==> config.mk <==
export PLATFORM = sky130hd
export DESIGN_NAME = shortest_remaining_priority_queue
export DESIGN_NICKNAME = d
export VERILOG_FILES = /design/src/hw/rtl/srpq_pkg.sv /design/src/hw/rtl/shortest_remaining_priority_queue.sv
export SDC_FILE = /design/constraint.sdc
export NUM_CORES = 1
export LEC_CHECK = 0
export BUFFER_PORTS_ARGS = -buffer_cell sky130_fd_sc_hd__clkbuf_2
export CORE_MARGIN = 2
export CORE_UTILIZATION = 25
export DETAILED_ROUTE_END_ITERATION = 8
export PLACE_DENSITY = 0.4
export SETUP_SLACK_MARGIN = 0.02
export SLEW_MARGIN = 25
export SYNTH_ARGS = -nofsm -noshare
export SYNTH_HDL_FRONTEND = slang
export SYNTH_SLANG_ARGS = --single-unit
==> constraint.sdc <==
create_clock -name clk -period 6.2 [get_ports clk]
set_input_delay 1.86 -clock clk [delete_from_list [all_inputs] [get_ports clk]]
set_output_delay 1.86 -clock clk [all_outputs]
set_load 0.05 [all_outputs]
==> src/hw/rtl/srpq_pkg.sv <==
// shared types and defaults for the shortest remaining priority queue
// no dependencies; used by the top level and its checker

package srpq_pkg;

    localparam int DEPTH_DEFAULT     = 16;
    localparam int ID_BITS_DEFAULT   = 16;
    localparam int TIME_BITS_DEFAULT = 16;

    // fixed widths of the request and result fields
    localparam int ID_W    = 16;
    localparam int TIME_W  = 16;
    localparam int COUNT_W = 5;
    localparam int TOTAL_W = 20;

    localparam logic ACT_INSERT = 1'b0;
    localparam logic ACT_REMOVE = 1'b1;

    typedef enum logic [4:0] {
        S_IDLE      = 5'b00001,
        S_INS_CMP   = 5'b00010,
        S_INS_LAST  = 5'b00100,
        S_REM_SHIFT = 5'b01000,
        S_FINISH    = 5'b10000
    } state_t;

endpackage

==> src/hw/rtl/shortest_remaining_priority_queue.sv <==
// sorted priority queue, smallest remaining time first, smaller id on ties
// depends on srpq_pkg; entries live in a memory with one write port and one registered read port
//
// insert into n entries moves each larger entry up one slot, from the tail down,
//   remove of the head shifts the remaining entries down when n >= 2 entries were queued
// throughput: one request at a time; the next is accepted at the edge after the
//   result is registered; the cost is one memory entry per cycle through the one write port
// reset: count, total, served flag, sequencer and result valid clear at once;
//   the entry memory is not cleared, only slots below the count are ever read

module shortest_remaining_priority_queue #(
    parameter int DEPTH     = srpq_pkg::DEPTH_DEFAULT,
    parameter int ID_BITS   = srpq_pkg::ID_BITS_DEFAULT,
    parameter int TIME_BITS = srpq_pkg::TIME_BITS_DEFAULT
) (
    input  logic                         clk,
    input  logic                         rst_n,
    // request channel
    input  logic                         in_valid,
    output logic                         in_stall,
    input  logic                         action,
    input  logic [srpq_pkg::ID_W-1:0]    proc_id,
    input  logic [srpq_pkg::TIME_W-1:0]  remaining,
    // result channel
    output logic                         out_valid,
    input  logic                         out_stall,
    output logic [srpq_pkg::ID_W-1:0]    head_id,
    output logic [srpq_pkg::TIME_W-1:0]  head_remaining,
    output logic [srpq_pkg::COUNT_W-1:0] entry_count,
    output logic [srpq_pkg::TOTAL_W-1:0] total_remaining,
    output logic                         is_empty,
    output logic                         is_full,
    output logic                         removed_valid,
    output logic [srpq_pkg::ID_W-1:0]    removed_id,
    output logic [srpq_pkg::TIME_W-1:0]  removed_remaining,
    output logic                         insert_dropped,
    output logic                         served_flag
);

    localparam int AW    = $clog2(DEPTH);
    localparam int CNT_W = $clog2(DEPTH + 1);
    localparam int TOT_W = TIME_BITS + CNT_W;

    // entry memory, kept sorted from slot 0 (head) upward
    logic [ID_BITS-1:0]   mem_ids   [DEPTH];
    logic [TIME_BITS-1:0] mem_times [DEPTH];

    logic                 wr_en;
    logic [AW-1:0]        wr_addr;
    logic [ID_BITS-1:0]   wr_id;
    logic [TIME_BITS-1:0] wr_tm;
    logic [AW-1:0]        rd_addr;
    logic [ID_BITS-1:0]   rd_id_reg;
    logic [TIME_BITS-1:0] rd_tm_reg;

    srpq_pkg::state_t     state_reg, state_next;
    logic [CNT_W-1:0]     ptr_reg, ptr_next;
    logic [CNT_W-1:0]     count_reg, count_next;
    logic [TOT_W-1:0]     total_reg, total_next;
    logic                 served_reg, served_next;

    // the request being worked on and its side results
    logic [ID_BITS-1:0]   new_id_reg, new_id_next;
    logic [TIME_BITS-1:0] new_tm_reg, new_tm_next;
    logic [ID_BITS-1:0]   hd_id_reg, hd_id_next;
    logic [TIME_BITS-1:0] hd_tm_reg, hd_tm_next;
    logic                 rem_valid_reg, rem_valid_next;
    logic [ID_BITS-1:0]   rem_id_reg, rem_id_next;
    logic [TIME_BITS-1:0] rem_tm_reg, rem_tm_next;
    logic                 drop_reg, drop_next;

    // result register
    logic                          out_valid_reg, out_valid_next;
    logic                          res_load;
    logic [srpq_pkg::ID_W-1:0]     o_head_id_reg;
    logic [srpq_pkg::TIME_W-1:0]   o_head_tm_reg;
    logic [srpq_pkg::COUNT_W-1:0]  o_count_reg;
    logic [srpq_pkg::TOTAL_W-1:0]  o_total_reg;
    logic                          o_empty_reg;
    logic                          o_full_reg;
    logic                          o_rem_valid_reg;
    logic [srpq_pkg::ID_W-1:0]     o_rem_id_reg;
    logic [srpq_pkg::TIME_W-1:0]   o_rem_tm_reg;
    logic                          o_drop_reg;
    logic                          o_served_reg;

    logic                 accept;
    logic [ID_BITS-1:0]   in_id;
    logic [TIME_BITS-1:0] in_tm;
    logic [CNT_W-1:0]     count_m1;
    logic [CNT_W-1:0]     ptr_m1;
    logic [CNT_W-1:0]     ptr_m2;
    logic [CNT_W-1:0]     ptr_p1;
    logic                 entry_after;

    assign in_stall = (state_reg != srpq_pkg::S_IDLE);
    assign accept   = in_valid && !in_stall;

    // fields are held at the configured key widths
    assign in_id = ID_BITS'(proc_id);
    assign in_tm = TIME_BITS'(remaining);

    assign count_m1 = count_reg - CNT_W'(1);
    assign ptr_m1   = ptr_reg - CNT_W'(1);
    assign ptr_m2   = ptr_reg - CNT_W'(2);
    assign ptr_p1   = ptr_reg + CNT_W'(1);

    // the stored entry orders strictly after the new key: it has to move up
    assign entry_after = (rd_tm_reg > new_tm_reg) ||
                         ((rd_tm_reg == new_tm_reg) && (rd_id_reg > new_id_reg));

    // single write port, one registered read port
    always_ff @(posedge clk)
    begin
        if (wr_en)
        begin
            mem_ids[wr_addr]   <= wr_id;
            mem_times[wr_addr] <= wr_tm;
        end
        rd_id_reg <= mem_ids[rd_addr];
        rd_tm_reg <= mem_times[rd_addr];
    end

    // sequencer: insertion walks down from the tail moving larger entries up
    // one slot a cycle; removal walks up from slot 1 moving entries down
    always_comb
    begin
        state_next     = state_reg;
        ptr_next       = ptr_reg;
        count_next     = count_reg;
        total_next     = total_reg;
        served_next    = served_reg;
        new_id_next    = new_id_reg;
        new_tm_next    = new_tm_reg;
        hd_id_next     = hd_id_reg;
        hd_tm_next     = hd_tm_reg;
        rem_valid_next = rem_valid_reg;
        rem_id_next    = rem_id_reg;
        rem_tm_next    = rem_tm_reg;
        drop_next      = drop_reg;
        wr_en          = 1'b0;
        wr_addr        = ptr_reg[AW-1:0];
        wr_id          = new_id_reg;
        wr_tm          = new_tm_reg;
        rd_addr        = ptr_m1[AW-1:0];
        res_load       = 1'b0;

        unique case (state_reg)
            srpq_pkg::S_IDLE:
            begin
                if (accept)
                begin
                    new_id_next    = in_id;
                    new_tm_next    = in_tm;
                    rem_valid_next = 1'b0;
                    rem_id_next    = '0;
                    rem_tm_next    = '0;
                    drop_next      = 1'b0;
                    state_next     = srpq_pkg::S_FINISH;
                    if (action == srpq_pkg::ACT_INSERT)
                    begin
                        if (count_reg == CNT_W'(DEPTH))
                        begin
                            // full queue: request dropped, nothing changes
                            drop_next = 1'b1;
                        end
                        else
                        begin
                            count_next = count_reg + CNT_W'(1);
                            total_next = total_reg + TOT_W'(in_tm);
                            if (count_reg == '0)
                            begin
                                // empty queue: new entry is the head
                                wr_en      = 1'b1;
                                wr_addr    = '0;
                                wr_id      = in_id;
                                wr_tm      = in_tm;
                                hd_id_next = in_id;
                                hd_tm_next = in_tm;
                            end
                            else
                            begin
                                rd_addr    = count_m1[AW-1:0];
                                ptr_next   = count_reg;
                                state_next = srpq_pkg::S_INS_CMP;
                            end
                        end
                    end
                    else if (count_reg != '0)
                    begin
                        rem_valid_next = 1'b1;
                        rem_id_next    = hd_id_reg;
                        rem_tm_next    = hd_tm_reg;
                        count_next     = count_m1;
                        total_next     = total_reg - TOT_W'(hd_tm_reg);
                        served_next    = 1'b1;
                        if (count_reg > CNT_W'(1))
                        begin
                            rd_addr    = AW'(1);
                            ptr_next   = CNT_W'(1);
                            state_next = srpq_pkg::S_REM_SHIFT;
                        end
                    end
                end
            end
            srpq_pkg::S_INS_CMP:
            begin
                // read data holds the entry at slot ptr-1
                wr_en = 1'b1;
                if (entry_after)
                begin
                    wr_id = rd_id_reg;
                    wr_tm = rd_tm_reg;
                    ptr_next = ptr_m1;
                    if (ptr_reg > CNT_W'(1))
                    begin
                        rd_addr = ptr_m2[AW-1:0];
                    end
                    else
                    begin
                        state_next = srpq_pkg::S_INS_LAST;
                    end
                end
                else
                begin
                    state_next = srpq_pkg::S_FINISH;
                end
            end
            srpq_pkg::S_INS_LAST:
            begin
                // every entry moved up: new key takes the head slot
                wr_en      = 1'b1;
                wr_addr    = '0;
                hd_id_next = new_id_reg;
                hd_tm_next = new_tm_reg;
                state_next = srpq_pkg::S_FINISH;
            end
            srpq_pkg::S_REM_SHIFT:
            begin
                // read data holds slot ptr, moved down to ptr-1
                wr_en   = 1'b1;
                wr_addr = ptr_m1[AW-1:0];
                wr_id   = rd_id_reg;
                wr_tm   = rd_tm_reg;
                if (ptr_reg == CNT_W'(1))
                begin
                    hd_id_next = rd_id_reg;
                    hd_tm_next = rd_tm_reg;
                end
                if (ptr_reg < count_reg)
                begin
                    rd_addr  = ptr_p1[AW-1:0];
                    ptr_next = ptr_p1;
                end
                else
                begin
                    state_next = srpq_pkg::S_FINISH;
                end
            end
            srpq_pkg::S_FINISH:
            begin
                // hold until the result register is free
                if (!(out_valid_reg && out_stall))
                begin
                    res_load   = 1'b1;
                    state_next = srpq_pkg::S_IDLE;
                end
            end
            default:
            begin
                state_next = srpq_pkg::S_IDLE;
            end
        endcase
    end

    always_comb
    begin
        out_valid_next = out_valid_reg;
        if (out_valid_reg && !out_stall)
        begin
            out_valid_next = 1'b0;
        end
        if (res_load)
        begin
            out_valid_next = 1'b1;
        end
    end

    always_ff @(posedge clk or negedge rst_n)
    begin
        if (!rst_n)
        begin
            state_reg     <= srpq_pkg::S_IDLE;
            count_reg     <= '0;
            total_reg     <= '0;
            served_reg    <= 1'b0;
            out_valid_reg <= 1'b0;
        end
        else
        begin
            state_reg     <= state_next;
            count_reg     <= count_next;
            total_reg     <= total_next;
            served_reg    <= served_next;
            out_valid_reg <= out_valid_next;
        end
    end

    // working payload, no reset needed
    always_ff @(posedge clk)
    begin
        ptr_reg       <= ptr_next;
        new_id_reg    <= new_id_next;
        new_tm_reg    <= new_tm_next;
        hd_id_reg     <= hd_id_next;
        hd_tm_reg     <= hd_tm_next;
        rem_valid_reg <= rem_valid_next;
        rem_id_reg    <= rem_id_next;
        rem_tm_reg    <= rem_tm_next;
        drop_reg      <= drop_next;
    end

    // result payload
    always_ff @(posedge clk)
    begin
        if (res_load)
        begin
            o_head_id_reg   <= (count_reg == '0) ? '0 : srpq_pkg::ID_W'(hd_id_reg);
            o_head_tm_reg   <= (count_reg == '0) ? '0 : srpq_pkg::TIME_W'(hd_tm_reg);
            o_count_reg     <= srpq_pkg::COUNT_W'(count_reg);
            o_total_reg     <= srpq_pkg::TOTAL_W'(total_reg);
            o_empty_reg     <= (count_reg == '0);
            o_full_reg      <= (count_reg == CNT_W'(DEPTH));
            o_rem_valid_reg <= rem_valid_reg;
            o_rem_id_reg    <= srpq_pkg::ID_W'(rem_id_reg);
            o_rem_tm_reg    <= srpq_pkg::TIME_W'(rem_tm_reg);
            o_drop_reg      <= drop_reg;
            o_served_reg    <= served_reg;
        end
    end

    assign out_valid         = out_valid_reg;
    assign head_id           = o_head_id_reg;
    assign head_remaining    = o_head_tm_reg;
    assign entry_count       = o_count_reg;
    assign total_remaining   = o_total_reg;
    assign is_empty          = o_empty_reg;
    assign is_full           = o_full_reg;
    assign removed_valid     = o_rem_valid_reg;
    assign removed_id        = o_rem_id_reg;
    assign removed_remaining = o_rem_tm_reg;
    assign insert_dropped    = o_drop_reg;
    assign served_flag       = o_served_reg;

endmodule

Word level (Yosys, flattened, before mapping)
Memory sizes are Yosys's and may differ from the RTL's. A register that Yosys moved wholly into a read port is not among the register bits.
Cells that the tools add are included.
Widths: inputs -> output; s select.
- memory bits (writable): 512
- word-level logic and storage cells: 162
- flip-flop bits (word level): 230
- memories: 2
- input port bits: 37
- memory list (memory ; depth ; bits a word ; read ports ; clocked after Yosys merged registers in ; write ports ; line ; text):
    mem_ids ; 16 ; 16 ; 1 ; 1 ; 1 ; shortest_remaining_priority_queue.sv:45 ; logic [ID_BITS-1:0] mem_ids [DEPTH];
    mem_times ; 16 ; 16 ; 1 ; 1 ; 1 ; shortest_remaining_priority_queue.sv:46 ; logic [TIME_BITS-1:0] mem_times [DEPTH];
- reductions and logical operators: 20
- add/sub/neg operators: 7
- magnitude comparators: 5
- multiplexer cells: 78
- equality and inequality tests: 25
- operators by type and width (operator ; count):
    $mux 16 ; 20
    $pmux 16 s3 ; 4
    $mux 5 ; 21
    $mux 21 ; 3
    $mux 4 ; 13
    $gt 16x16->1 ; 2
    $pmux 5 s5 ; 1
    $pmux 4 s3 ; 2
    $add 21x16->21 ; 1
    $sub 21x16->21 ; 1
    $ne 2x2->1 const B ; 10
    $eq 16x16->1 ; 1
    $ne 3x3->1 const B ; 5
    $pmux 5 s3 ; 1
    $mux 1 ; 12
    $reduce_and 4->1 ; 3
    $add 5x1->5 const B ; 2
    $eq 5x1->1 const B ; 2
    $eq 5x5->1 const B ; 2
    $gt 5x1->1 const B ; 2
    $sub 5x1->5 const B ; 2
    $reduce_and 8->1 ; 1
    $reduce_and 6->1 ; 1
    $reduce_bool 3->1 ; 2
    16 further kinds ; 21

Logic depth before layout (Yosys ltp)
Gate-level depths: netlist (run 1).
- word-level depth: 8
- gate-level depth with buffers: 19

Worst setup path before layout (run 1)
No wires, ideal clock.
- path type: input to register
- from: input out_stall
- to: register o_count_reg (netlist bit entry_count[0]) (enable)
- setup time: 0.577 ns
- path slack: -0.680 ns
- arrival time: 6.303 ns
- stages on the path: 1
- required time: 5.623 ns
- cell sequence: a21oi_1
- cells in the longest elaborated chain, start to end: 3
- ends and longest elaborated chain (what ; line ; text):
    start, declared ; shortest_remaining_priority_queue.sv:26 ; input logic out_stall,
    $logic_and 1x1->1 ; shortest_remaining_priority_queue.sv:263 ; if (!(out_valid_reg && out_stall))
    $mux 1 ; shortest_remaining_priority_queue.sv:263 ;
    $mux 1 ; shortest_remaining_priority_queue.sv:148 ; unique case (state_reg)
    end signal, assigned ; shortest_remaining_priority_queue.sv:330 ; o_count_reg <= srpq_pkg::COUNT_W'(count_reg);
    end, declared ; shortest_remaining_priority_queue.sv:77 ; logic [srpq_pkg::COUNT_W-1:0] o_count_reg;
No other way between the ends.
A chain may end at the register's enable or synchronous reset.

Worst setup path in the final report (run 1)
- from: input remaining[4] (netlist bit)
- to: register total_reg[19]
- cells in the longest elaborated chain, start to end: 3
- ends and longest elaborated chain (what ; line ; text):
    start, declared ; shortest_remaining_priority_queue.sv:23 ; input logic [srpq_pkg::TIME_W-1:0] remaining,
    $add 21x16->21 ; shortest_remaining_priority_queue.sv:170 ; total_next = total_reg + TOT_W'(in_tm);
    $mux 21 ; shortest_remaining_priority_queue.sv:162 ; if (count_reg == CNT_W'(DEPTH))
    $mux 21 ; shortest_remaining_priority_queue.sv:160 ; if (action == srpq_pkg::ACT_INSERT)
    end signal, assigned ; shortest_remaining_priority_queue.sv:303 ; total_reg <= total_next;
    end, declared ; shortest_remaining_priority_queue.sv:59 ; logic [TOT_W-1:0] total_reg, total_next;
No other way between the ends. The select of a mux whose other input is x is not followed.

==> metrics, run 1 <==
status finished, final reports clean; DR pass1 iterations 7; Placer Congestion 0.793; CTS tree done; Max Clk Rate 206 MHz; Seq/Total Area, Yosys 0.699; CTS resizes 0; most frequent cells in the layout edfxtp_1 (709), inv_1 (153), clkbuf_2 (130); Clock transition at path regs ~60 ps; antenna violations before repair 0; Die Wd 365 um; RSZ-0062 raised after global routing no; Largest regs mem_ids: 256 flops, mem_times: 256 flops; vias in the first global route a little under 20000; warnings from Yosys 0; Max FO, Critical Path 7; peak supply drop roughly 0.64 mV; row count 132; R2R Setup Slk 1510 ps; max cap viols 0; Syn Nets 2252; Post-CTS Hold Fix Bufs 0; Hold Startpoint rem_tm_reg[12]; Sink Count 773; R2R depth 13; total negative slack 0 ps; Netlist cell types 72; Port-buffer cells around 130; Nets 2399; Mapped Area between 30000 and 40000 um^2; clk_skew 35.2 ps; WL/cell 22.5 um; Detail Placement HPWL around 56 mm; largest net degree at the start of global routing 70; Starting Density 0.251; async set-or-reset flop fraction in the synthesized netlist 0.0414; number of DRC markers in iteration 0 1684; ant diodes 0; critical path data arrival time ~5400 ps; max-slew violations 0; number of synthesized flops with an enable pin 709; Hold Crit Endpoint removed_remaining[12]; Top FF cell, synth edfxtp_1; Synth area leaders edfxtp_1 (66%), mux4_2 (4.4%), ha_1 (2.5%); Final period util 0.785; Yosys top cell area share 0.655; GRT overflow 0; Mean Syn Cell Area 15.1 um^2; CTS max path bufs 3; r2r startpoint rd_id_reg[14]; crit start category primary input; H-tree depth 3; vias per cell about 4.7; DR vias 19200; Hold Vio Cnt, Final 0; hold path depth 0; Gate Count Post-Synth 2149; overall routed net length between 90 and 100 mm; Slew HR 0.344; clock period minus worst slack 4870 ps; first-pass GRT wire length 135 mm; crit end category flip-flop; pwr dens 615 nW/um^2; GRT Total Usage 0.138; Req. time, crit path 6750 ps; I/O Pins ~130; CTS buffer count slightly above 80; setup bufs post-CTS 0; die area between 100000 and 150000 um^2; worst-skew pair later-pin latency 660 ps; worst hold slack 416 ps; Yosys top cell by area edfxtp_1; remaining antenna violation count 0; worst hold path type reg -> reg; Setup CP Type in -> reg; Post-Place Cells approximately 4000; die height 365 um; commonest non-fill, non-tap cell in the layout edfxtp_1; residual DRC count 0; non-filler instance count after layout 4106; Final setup viols 0; Synth Register Bits 773; Worst-Margin Slew between 900 and 1000 ps; Leak Pwr 0.0137 uW; Layout area overhead 18.3%; root buffer cell clkbuf_16; core outline area 129000 um^2; layout cells sized above 1 0.181; worst r2r dst mem_ids[9][14]
==> through the flow <==
stage                     worst slack [ps]  utilization  area, um^2  power, uW
after global routing                  1030        0.297       38400      25000
after floorplan                        657            -       32500      14700
after CTS                             1330        0.297       38400      24100
after detailed placement               657        0.275       35600      18800
after global placement                 706        0.275       35500      18700
final                                 1330        0.297       38400      23700
==> power breakdown <==
part	switching (uW)	internal [uW]
sequential	500	7330
clock	2100	3090
combinational	6850	3790
total	9450	14200
==> critical path, stage by stage <==
cell and delay (ps):
clkbuf_2 150, or4_1 610, nor4_1 280, nor3b_1 520, nand2b_1 130, xnor2_1 150
nor2_1 50, a21oi_1 140, ha_1 290, and3_1 220, a31oi_1 230, a211oi_1 120
or3_1 310, a21oi_1 180, xor2_1 160
==> cell type report <==
cell class	count	area, um^2
Clock buffer	113	2340
Clock inverter	40	528
Sequential cell	773	22700
Multi-Input combinational cell	1092	8820
Tap cell	1742	2180
Fill cell	12800	90900
Timing Repair Buffer	190	1260
Inverter	156	587
==> worst max-delay path by stage <==
stage | from | endpoint | cells after the start
finish | remaining[4] | total_reg[19] | 15
global route | remaining[4] | total_reg[19] | 17
CTS | remaining[4] | total_reg[19] | 15
detailed placement | remaining[4] | total_reg[19] | 15
global placement | remaining[4] | total_reg[19] | 16
floorplan | action | total_reg[16] | 19
==> synthesized netlist by cell type, types with 33 or more instances <==
master	instances
a211oi_1	96
a21oi_1	59
a22o_1	33
a22oi_1	36
a31oi_1	66
and2_1	37
and3_1	39
clkbuf_1	91
edfxtp_1	709
ha_1	65
inv_1	153
mux2i_1	65
mux4_2	64
nand2_1	123
nor2_1	64
o21a_1	33
o21ai_0	38
==> cells by family (layout without fill, tap and decap cells) <==
group	Yosys count	count (layout)	share of synthesized area
buffers and inverters	284	499	0.0360
adders and majority gates	66	66	0.0256
and+or+nand+nor	360	360	0.0549
xor gates and xnor gates	44	44	0.0119
DFF	773	773	0.699
AOI/OAI and AO/OA	489	489	0.107
muxes	133	133	0.0657
==> routing by layer <==
layer | vias to the layer above | track usage | part of all wire
met4 | 0 | 0.0352 | 0.016
met3 | 101 | 0.0183 | 0.041
li1 | 8698 | - | -
met1 | 9864 | 0.180 | 0.44
met2 | 524 | 0.240 | 0.50
met5 | - | 0 | 0
(Power assumes the default switching activity.)
==> run 2: changes to the inputs <==
- ABC_AREA: default -> 1
- PLACE_DENSITY: 0.4 -> 0.39
- clock period: 6.2 -> 5 ns (I/O delays scaled with it)
==> run 2 against run 1 <==
Effect of this change: non-clock buffer count is 82 higher; highest routed layer unchanged; critical endpoint is now total_reg[16]; global-route usage is 1.8 points higher; clock skew decreased by 1.2 ps; count of clock-buffer cells in the layout is 3 lower.
==> metrics, run 2 <==
root buffer cell clkbuf_16; Gate Count Post-Synth 3350; status finished, final reports clean; CTS resizes 0; top-count cell post-synth nand2_1; Mean Syn Cell Area 10.4 um^2; first-pass GRT wire length 165 mm; Final period util 0.848; Yosys top cell area share 0.609; number of synthesized flops with an enable pin 709; max cap viols 0; Netlist cell types 48; most frequent CP cell nor2_1; worst hold slack about 420 ps; antenna violations before repair 4; critical path data arrival time 4770 ps; Sink Count 773; max-slew violations 0; I/O Pins 133; RSZ-0062 raised after global routing no; slowest CP cell ha_1; Detail Placement HPWL 68.2 mm; CP delay by family, top simple AND/OR/NAND/NOR gates; commonest non-fill, non-tap cell in the layout nand2_1; Post-CTS Hold Fix Bufs 0; CTS max path bufs 3; vias in the first global route 24200; core outline area around 140000 um^2; Max Clk Rate around 240 MHz; Yosys top cell by area edfxtp_1; Syn Nets 3453; CTS buffer count 86; layout cells sized above 1 0.125; overall routed net length 112 mm; GRT Total Usage 0.156; residual DRC count 0; DR pass1 iterations 5; Setup CP Type in -> reg; worst stage delay on the critical path 290 ps; clk_skew 34.0 ps; top cells by count, synth nand2_1 (808), edfxtp_1 (709), nand3_1 (604), inv_1 (462), nor2_1 (104); Layout area overhead 18.8%; crit start category primary input; row count between 100 and 150; vias per cell 4.42; Clock transition at path regs ~60 ps; die area 143000 um^2; remaining antenna violation count 0; Nets roughly 3600; WP buf/inv 2; setup bufs post-CTS 0; DR vias 24300; Placer Congestion 0.820; Max FO, Critical Path 3; Seq/Total Area, Yosys 0.650; H-tree depth 3; largest net degree at the start of global routing 123; Fillers ~15000; Final setup viols 0; number of DRC markers in iteration 0 1543; Port-buffer cells 132; Synth area leaders edfxtp_1 (61%), nand2_1 (8.7%), nand3_1 (8.6%); CTS tree done; Top FF cell, synth edfxtp_1; Synth Register Bits 773; crit end category flip-flop; die height roughly 380 um; async set-or-reset flop fraction in the synthesized netlist 0.0414; Slew HR 0.367; warnings from Yosys 0; most frequent cells in the layout nand2_1 (805), edfxtp_1 (709), nand3_1 (604); worst-skew pair later-pin latency 690 ps; GRT overflow 0; worst hold path type reg -> reg; Largest regs mem_ids: 256 flops, mem_times: 256 flops; Req. time, crit path 5530 ps; Hold Vio Cnt, Final 0; clock period minus worst slack 4240 ps; Die Wd roughly 380 um; Worst-Margin Slew 948 ps; crit path cell chain clkbuf_2, buf_4, nor3_1, nand2_1, nor2_1, nand2_1, nor2_1, nand2_1, nor2_1, xor2_1, mux2i_1, ha_1, nand2_1, nor2_1, o21ai_0, o211ai_1, nor2_1, o21ai_0, a21boi_0, o21ai_0, xor2_1, o21ai_0; WL/cell 20.4 um; Mapped Area 35000 um^2; Starting Density 0.251
-- run 2: area by class of cell --
class / count / area (um^2) / share of cell area
tap: 1876 / 2350 / 0.0565
inverter: 472 / 1770 / 0.0427
clock buffer: 110 / 2300 / 0.0555
sequential: 773 / 22700 / 0.548
antenna: 3 / 7.51 / 0.000181
clock inverter: 49 / 412 / 0.00992
multi-input combinational: 1931 / 9860 / 0.238
timing repair buffer: 272 / 2070 / 0.0500
-- run 2: final timing paths --
check / startpoint / to / cells after the start / slack, ps
min: rem_valid_reg / removed_valid / 0 / 420
min in group asynchronous: rst_n / total_reg[4] / 1 / 940
max: remaining[1] / total_reg[16] / 22 / 760
max reg2reg: count_reg[0] / mem_ids[12][10] / 13 / 980
max in group asynchronous: rst_n / count_reg[0] / 1 / 3490
min reg2reg: rem_valid_reg / removed_valid / 0 / 420
-- run 2: routing by layer --
| layer | track usage | part of all wire |
|---|---|---|
| met2 | 0.263 | 0.48 |
| met5 | 0 | 0 |
| met3 | 0.0204 | 0.037 |
| met1 | 0.206 | 0.46 |
| met4 | 0.0513 | 0.024 |
-- run 2: metrics by stage --
stage | instance area, um^2 | util | TNS (ps) | std cells | setup WS, ps
after floorplan | 35000 | - | -115730 | 3350 | -530
after global placement | 38800 | 0.279 | 0 | 5324 | 51.5
after detailed placement | 38800 | 0.279 | 0 | 5324 | 62.9
after CTS | 41500 | 0.298 | 0 | 5483 | 791
after global routing | 41500 | 0.298 | 0 | 5486 | 357
final | 41500 | 0.298 | 0 | 5486 | 762
-- run 2: logic make-up after synthesis --
| family | after synthesis | share of synthesized area |
|---|---|---|
| compound gates | 239 | 0.0426 |
| mux | 2 | 0.000573 |
| buf+inv | 646 | 0.0746 |
| flops | 773 | 0.650 |
| simple gates | 1592 | 0.200 |
| xor+xnor | 32 | 0.00802 |
| fa+ha+maj | 66 | 0.0238 |
Power of run 2 is left out: the tool's default activity adds up to more than one toggle a clock period on the data nets, which glitch-free logic cannot reach.
